$ cat src/design/assert_macros.svh
// Assertion macros for the RTL.
`ifndef ASSERT_MACROS_SVH
`define ASSERT_MACROS_SVH

// Checked at every rising clock edge outside reset.
`define ASSERT_CLK(label, clk, rst_n, prop, msg) \
  label: assert property (@(posedge clk) disable iff (!rst_n) (prop)) else $error(msg);

// Implication whose consequent is checked in the cycle after the antecedent.
`define ASSERT_NEXT(label, clk, rst_n, ante, cons, msg) \
  label: assert property (@(posedge clk) disable iff (!rst_n) (ante) |=> (cons)) \
    else $error(msg);

`endif

$ cat src/design/mmp_pkg.sv
`timescale 1ns / 1ps

package mmp_pkg;

  // Status byte codes
  localparam logic [7:0] ST_SYSEX_START = 8'hF0;
  localparam logic [7:0] ST_SYSEX_END   = 8'hF7;
  localparam logic [7:0] ST_SYS_RESET   = 8'hFF;
  localparam logic [4:0] RT_PREFIX      = 5'h1F;  // top bits of F8..FF

  // Upper nibble of a status byte
  localparam logic [3:0] KIND_NOTE_OFF = 4'h8;
  localparam logic [3:0] KIND_NOTE_ON  = 4'h9;
  localparam logic [3:0] KIND_PROGRAM  = 4'hC;
  localparam logic [3:0] KIND_PRESSURE = 4'hD;
  localparam logic [3:0] KIND_SYSTEM   = 4'hF;

  localparam logic [1:0] LEN_ONE = 2'd1;
  localparam logic [1:0] LEN_TWO = 2'd2;

  // One assembled channel message
  typedef struct packed {
    logic [1:0] msg_length;
    logic [6:0] second_data;
    logic [6:0] first_data;
    logic [7:0] msg_status;
  } mmp_msg_t;

endpackage

$ cat src/design/midi_message_parser.sv
`timescale 1ns / 1ps

// Channel   Dir  tdata fields (low bit up)
// in_       in   in_byte[7:0]
// out_      out  msg_status[7:0], first_data[14:8], second_data[21:15], msg_length[23:22]
//
// One item per cycle sustained while out_ does not stall; a byte is parsed from the input register
// once it is taken and out_ has room, and its result is registered in the output register
// and offered on out_. Bytes that complete no message are absorbed without output.
// Synchronous active-low reset clears running status, counts and SysEx state.
// A stall on out_ backs up through the output register to in_tready.
module midi_message_parser (
  input  logic        clk,
  input  logic        rst_n,
  input  logic        in_tvalid,
  output logic        in_tready,
  input  logic [7:0]  in_tdata,   // in_byte
  output logic        out_tvalid,
  input  logic        out_tready,
  output logic [23:0] out_tdata   // msg_status, first_data, second_data, msg_length
);

  logic              byte_valid;
  logic [7:0]        byte_data;
  logic              out_free;
  logic              step;
  logic              res_valid;
  mmp_pkg::mmp_msg_t res_msg;

  assign step = byte_valid && out_free;

  mmp_in_reg u_in_reg (
    .clk        (clk),
    .rst_n      (rst_n),
    .in_tvalid  (in_tvalid),
    .in_tready  (in_tready),
    .in_tdata   (in_tdata),
    .consume    (step),
    .byte_valid (byte_valid),
    .byte_data  (byte_data)
  );

  mmp_parse u_parse (
    .clk       (clk),
    .rst_n     (rst_n),
    .step      (step),
    .byte_data (byte_data),
    .res_valid (res_valid),
    .res_msg   (res_msg)
  );

  mmp_out_reg u_out_reg (
    .clk        (clk),
    .rst_n      (rst_n),
    .res_valid  (res_valid),
    .res_msg    (res_msg),
    .out_free   (out_free),
    .out_tvalid (out_tvalid),
    .out_tready (out_tready),
    .out_tdata  (out_tdata)
  );

endmodule

$ cat src/design/mmp_in_reg.sv
`timescale 1ns / 1ps

module mmp_in_reg (
  input  logic       clk,
  input  logic       rst_n,
  input  logic       in_tvalid,
  output logic       in_tready,
  input  logic [7:0] in_tdata,
  input  logic       consume,
  output logic       byte_valid,
  output logic [7:0] byte_data
);

  logic       valid_r;
  logic       valid_nxt;
  logic [7:0] byte_r;

  // Take a new item when empty or when the held one is used this cycle
  assign in_tready = !valid_r || consume;
  assign valid_nxt = in_tready ? in_tvalid : valid_r;

  always_ff @(posedge clk) begin
    if (!rst_n) begin
      valid_r <= 1'b0;
    end else begin
      valid_r <= valid_nxt;
    end
  end

  always_ff @(posedge clk) begin
    if (in_tready && in_tvalid) begin
      byte_r <= in_tdata;
    end
  end

  assign byte_valid = valid_r;
  assign byte_data  = byte_r;

endmodule

$ cat src/design/mmp_parse.sv
`timescale 1ns / 1ps
`include "assert_macros.svh"

module mmp_parse (
  input  logic             clk,
  input  logic             rst_n,
  input  logic             step,
  input  logic [7:0]       byte_data,
  output logic             res_valid,
  output mmp_pkg::mmp_msg_t res_msg
);

  logic [7:0] rs_r, rs_nxt;        // running status, zero when none
  logic       half_r, half_nxt;    // first data byte held
  logic       two_r, two_nxt;      // message expects two data bytes
  logic       sysex_r, sysex_nxt;
  logic [6:0] held_r, held_nxt;

  logic       is_rt;
  logic       is_sys;
  logic [6:0] d1;
  logic [6:0] d2;

  assign is_rt  = (byte_data[7:3] == mmp_pkg::RT_PREFIX);
  assign is_sys = (byte_data[7:4] == mmp_pkg::KIND_SYSTEM);

  // Next state and result
  always_comb begin
    rs_nxt    = rs_r;
    half_nxt  = half_r;
    two_nxt   = two_r;
    sysex_nxt = sysex_r;
    held_nxt  = held_r;
    res_valid = 1'b0;
    if (step) begin
      if (is_rt) begin
        if (byte_data == mmp_pkg::ST_SYS_RESET) begin
          rs_nxt   = 8'h00;
          half_nxt = 1'b0;
        end
      end else if (is_sys) begin
        if (byte_data == mmp_pkg::ST_SYSEX_START) begin
          sysex_nxt = 1'b1;
        end else if (byte_data == mmp_pkg::ST_SYSEX_END) begin
          sysex_nxt = 1'b0;
        end
        rs_nxt   = 8'h00;
        half_nxt = 1'b0;
      end else if (sysex_r) begin
        // SysEx payload dropped
      end else if (byte_data[7]) begin
        rs_nxt   = byte_data;
        half_nxt = 1'b0;
        two_nxt  = !(byte_data[7:4] == mmp_pkg::KIND_PROGRAM ||
                     byte_data[7:4] == mmp_pkg::KIND_PRESSURE);
      end else if (rs_r[7]) begin
        if (!half_r && two_r) begin
          held_nxt = byte_data[6:0];
          half_nxt = 1'b1;
        end else begin
          res_valid = 1'b1;
          half_nxt  = 1'b0;
        end
      end
    end
  end

  // Message fields; a one-byte message carries zero as second data
  assign d1 = half_r ? held_r : byte_data[6:0];
  assign d2 = half_r ? byte_data[6:0] : 7'd0;

  always_comb begin
    res_msg.msg_status  = rs_r;
    res_msg.first_data  = d1;
    res_msg.second_data = d2;
    res_msg.msg_length  = two_r ? mmp_pkg::LEN_TWO : mmp_pkg::LEN_ONE;
    // Note On with zero velocity becomes Note Off
    if (rs_r[7:4] == mmp_pkg::KIND_NOTE_ON && two_r && d2 == 7'd0) begin
      res_msg.msg_status = {mmp_pkg::KIND_NOTE_OFF, rs_r[3:0]};
    end
  end

  always_ff @(posedge clk) begin
    if (!rst_n) begin
      rs_r    <= 8'h00;
      half_r  <= 1'b0;
      two_r   <= 1'b0;
      sysex_r <= 1'b0;
    end else begin
      rs_r    <= rs_nxt;
      half_r  <= half_nxt;
      two_r   <= two_nxt;
      sysex_r <= sysex_nxt;
    end
  end

  always_ff @(posedge clk) begin
    held_r <= held_nxt;
  end

  `ASSERT_CLK(a_res_channel_status, clk, rst_n, !res_valid || (res_msg.msg_status[7] && res_msg.msg_status[7:4] != mmp_pkg::KIND_SYSTEM), "result status is not a channel voice byte")
  `ASSERT_CLK(a_no_result_in_sysex, clk, rst_n, !(res_valid && sysex_r), "result emitted inside SysEx")
  `ASSERT_CLK(a_half_needs_status, clk, rst_n, !half_r || (rs_r[7] && two_r), "held data byte without two-byte running status")

endmodule

$ cat src/design/mmp_out_reg.sv
`timescale 1ns / 1ps

module mmp_out_reg (
  input  logic              clk,
  input  logic              rst_n,
  input  logic              res_valid,
  input  mmp_pkg::mmp_msg_t res_msg,
  output logic              out_free,
  output logic              out_tvalid,
  input  logic              out_tready,
  output logic [23:0]       out_tdata
);

  logic              valid_r;
  logic              valid_nxt;
  mmp_pkg::mmp_msg_t msg_r;

  // Free when empty or the held item leaves this cycle
  assign out_free  = !valid_r || out_tready;
  assign valid_nxt = res_valid ? 1'b1 : (out_tready ? 1'b0 : valid_r);

  always_ff @(posedge clk) begin
    if (!rst_n) begin
      valid_r <= 1'b0;
    end else begin
      valid_r <= valid_nxt;
    end
  end

  always_ff @(posedge clk) begin
    if (res_valid) begin
      msg_r <= res_msg;
    end
  end

  assign out_tvalid = valid_r;
  assign out_tdata  = msg_r;

endmodule

$ cat config.mk
export PLATFORM = sky130hd
export DESIGN_NAME = midi_message_parser
export DESIGN_NICKNAME = d
export VERILOG_FILES = /design/src/design/mmp_pkg.sv /design/src/design/midi_message_parser.sv /design/src/design/mmp_in_reg.sv /design/src/design/mmp_parse.sv /design/src/design/mmp_out_reg.sv
export VERILOG_INCLUDE_DIRS = /design/src /design/src/design
export SDC_FILE = /design/constraint.sdc
export NUM_CORES = 1
export LEC_CHECK = 0
export BUFFER_PORTS_ARGS = -buffer_cell sky130_fd_sc_hd__buf_4
export CAP_MARGIN = 15
export CORE_MARGIN = 8
export CORE_UTILIZATION = 30
export CTS_CLUSTER_SIZE = 28
export DETAILED_ROUTE_END_ITERATION = 12
export GPL_ROUTABILITY_DRIVEN = 0
export PLACE_DENSITY = 0.59
export SYNTH_ARGS = -nofsm -noshare
export SYNTH_HDL_FRONTEND = slang
export SYNTH_SLANG_ARGS = --single-unit
$ cat constraint.sdc
create_clock -name clk -period 4.6 [get_ports clk]
set_input_delay 0.69 -clock clk [delete_from_list [all_inputs] [get_ports clk]]
set_output_delay 0.69 -clock clk [all_outputs]
set_load 0.1 [all_outputs]
==> key figures <==
Status
  • Status: finished clean

Power and ir drop
  • Tot Pwr: 0.834 mW
  • PwrDens: 349 nW/um2
  • Leak pwr: 0.872 nW
  • Max IR drop VDD: 199 uV

STA
  • Count of pins over their slew limit: 0
  • Worst slew pin tran: 0.986 ns
  • Setup violators final: 0
  • Worst hold slack: approximately 0.44 ns
  • Fmax: 0.480 GHz
  • Fin crit period: between 2 and 2.5 ns
  • Rel. slew slack: 33.8%
  • Fin Clk Skew: between 0.003 and 0.004 ns
  • Setup TNS Final: 0 ns
  • RSZ-0062 raised after global routing: no
  • Final Cycle Share: 45.3%
  • Final hold violations: 0
  • Final worst slack: 2.52 ns

Routing
  • Total wire length: 3530 um
  • Vias per cell: 4.57
  • Routed length per instance: 14.6 um
  • DRC violations left: 0
  • Via count: around 1100
  • Drt first-iter violations: 44
  • Post-route ant nets: 0
  • Pre-antenna DRT Iters: 4

Setup path
  • CP required: 3.91 ns
  • Critical Path Max Stage Delay: 0.25 ns
  • Critical Path Slowest Stage Cell: and2b_1
  • Critical Path Sink Type: output pin
  • CP endpoint: in_tready
  • Crit path kind: primary input to output pin
  • Worst setup startpoint: out_tready
  • FF-to-FF setup slack: 2.63 ns
  • Startpoint Class: primary input
  • Reg2Reg Launch Point: u_in_reg.byte_data[7]
  • CP Cell Sequence: buf_4 > and2b_1 > nand2_1 > buf_4
  • CP arrival: 1.39 ns
  • Worst path most repeated cell: buf_4
  • Worst reg2reg path depth: 3
  • FF-to-FF End: u_parse.held_r[4]
  • Crit Path Max Fanout: 4

GRT
  • Number of global-route vias before repair: 1149
  • Initial antenna violation count: 0
  • Largest net degree at the start of global routing: 21
  • First-pass GRT wire length: 5870 um
  • Overflow after GRT: 0
  • Total Routing Usage GR: 8.42%

Cells and area
  • Most frequent cells in the layout: edfxtp_1 (39), buf_4 (38), dfxtp_1 (13), and2_1 (7), a22o_1 (7)
  • Fin area: roughly 2400 um2
  • Layout cells sized above 1: 35.2%
  • Final nets: approximately 180
  • Final core utilization: 38.1%
  • Most common cell after layout, fill and taps aside: edfxtp_1
  • Final Non-Filler Cells: 242
  • Area delta synth->final: 23.8%
  • Diodes inserted: 0

Placement
  • DP HPWL: roughly 2600 um
  • Pre-CTS setup slack: 2.35 ns
  • Placed inst area: 2300 um2
  • Number of instances in the placed design: 234
  • Buffers added on ports: 37

Yosys
  • Ys Warns: 0
  • Mapped Avg Cell Area: 15.7 um2
  • Synthesized cell area: 1930 um2
  • Syn_nets: 135
  • Yosys reg bits: 52
  • Seq/Total Area, Yosys: 74.1%
  • Synth unique cells: 32
  • Ys async rst share: 0%
  • Top_reg_cell synth: edfxtp_1
  • Syn Inst Count: 123
  • Post-synth EDFFs: 39

Clock tree
  • Clock Tree Root: clkbuf_8
  • Clock buffer depth: 2
  • CTS Buf Count: 5
  • Setup Buffers After CTS: 0
  • Clock Sinks: between 50 and 60
  • Post-cts resize count: 0
  • Worst skew pair latency: 0.30 ns
  • # hold bufs at CTS: 0
  • H-tree Lvls: 2
  • Reg clk slew, reported paths: approximately 0.090 ns
  • CTS tree: done

Hold path
  • Hold Path Class: flop to flop

Die
  • Io pins: 38
  • Die Span Y: 96.2 um
  • Die ar.: a little over 9000 um2
  • Row cnt: 29
  • DIE WIDTH: 96.2 um
  • Initial core utilization: 30.8%
  • Core area: 6280 um2

Flow run
  • Maxcap violations: 0
flip-flops by register name, summed over array words and instances, names as in the netlist:
name	count
u_out_reg.out_tdata	24
u_parse.rs_r	8
u_parse.held_r	7
u_parse.half_r	1
u_out_reg.out_tvalid	1
u_parse.two_r	1
u_in_reg.byte_data	8
u_in_reg.byte_valid	1
u_parse.sysex_r	1
Yosys cell counts, types with 3 or more instances:
cell      number  area share (%)
a22o_1         7             3.2
inv_1          6             1.2
and2_1         7             2.3
nor2_1         3            0.58
mux2_2         6             3.5
nor3_1         3            0.78
clkbuf_1       3            0.58
a21oi_1        4             1.0
dfxtp_1       13              13
nand2_1        5            0.97
edfxtp_1      39              61
o21ai_0        3            0.78
worst max-delay path, delay by kind of cell:
family                 cells  cell delay, ns
buffers and inverters      2            0.36
and+or+nand+nor            2            0.34
where the power goes:
| part | leakage [nW] | total (mW) | internal, mW | switching [mW] |
|---|---|---|---|---|
| clock | 0.0455 | 0.262 | 0.123 | 0.139 |
| combinational | 0.355 | 0.0420 | 0.0178 | 0.0242 |
| sequential | 0.472 | 0.530 | 0.515 | 0.0144 |
| total | 0.872 | 0.834 | 0.656 | 0.178 |
logic make-up after synthesis:
kind of cell / Yosys count / share of synthesized area, %
compound gates: 23 / 9.79
flops: 52 / 74.1
buf+inv: 10 / 2.01
mux: 6 / 3.50
simple gates: 32 / 10.6
worst min-delay path by stage:
stage / slack [ns] / cells past startpoint / to / from
final: 0.44 / 0 / u_out_reg.out_tdata[2] / u_parse.rs_r[2]
after global routing: 0.46 / 0 / u_out_reg.out_tdata[3] / u_parse.rs_r[3]
after CTS: 0.45 / 0 / u_out_reg.out_tdata[2] / u_parse.rs_r[2]
after detailed placement: 0.43 / 0 / u_out_reg.out_tdata[2] / u_parse.rs_r[2]
after global placement: 0.43 / 0 / u_out_reg.out_tdata[2] / u_parse.rs_r[2]
after floorplan: 0.41 / 0 / u_out_reg.out_tdata[0] / u_parse.rs_r[0]
area by class of cell:
class / instances / area, um2
Clock buffer: 8 / 90.1
Fill cell: 622 / 3890
Inverter: 6 / 22.5
Multi-Input combinational cell: 61 / 464
Sequential cell: 52 / 1430
Tap cell: 77 / 96.3
Timing Repair Buffer: 38 / 285
routing by layer:
metal  track usage (%)  part of all wire (%)  vias to the layer above
li1                  -                     -                      550
met1              10.7                    45                      509
met2              12.2                    45                       41
met3              3.35                   8.6                        5
met4              3.84                   1.4                        0
met5                 0                     0                        -
Note: power is estimated with default switching activity, not from simulation.
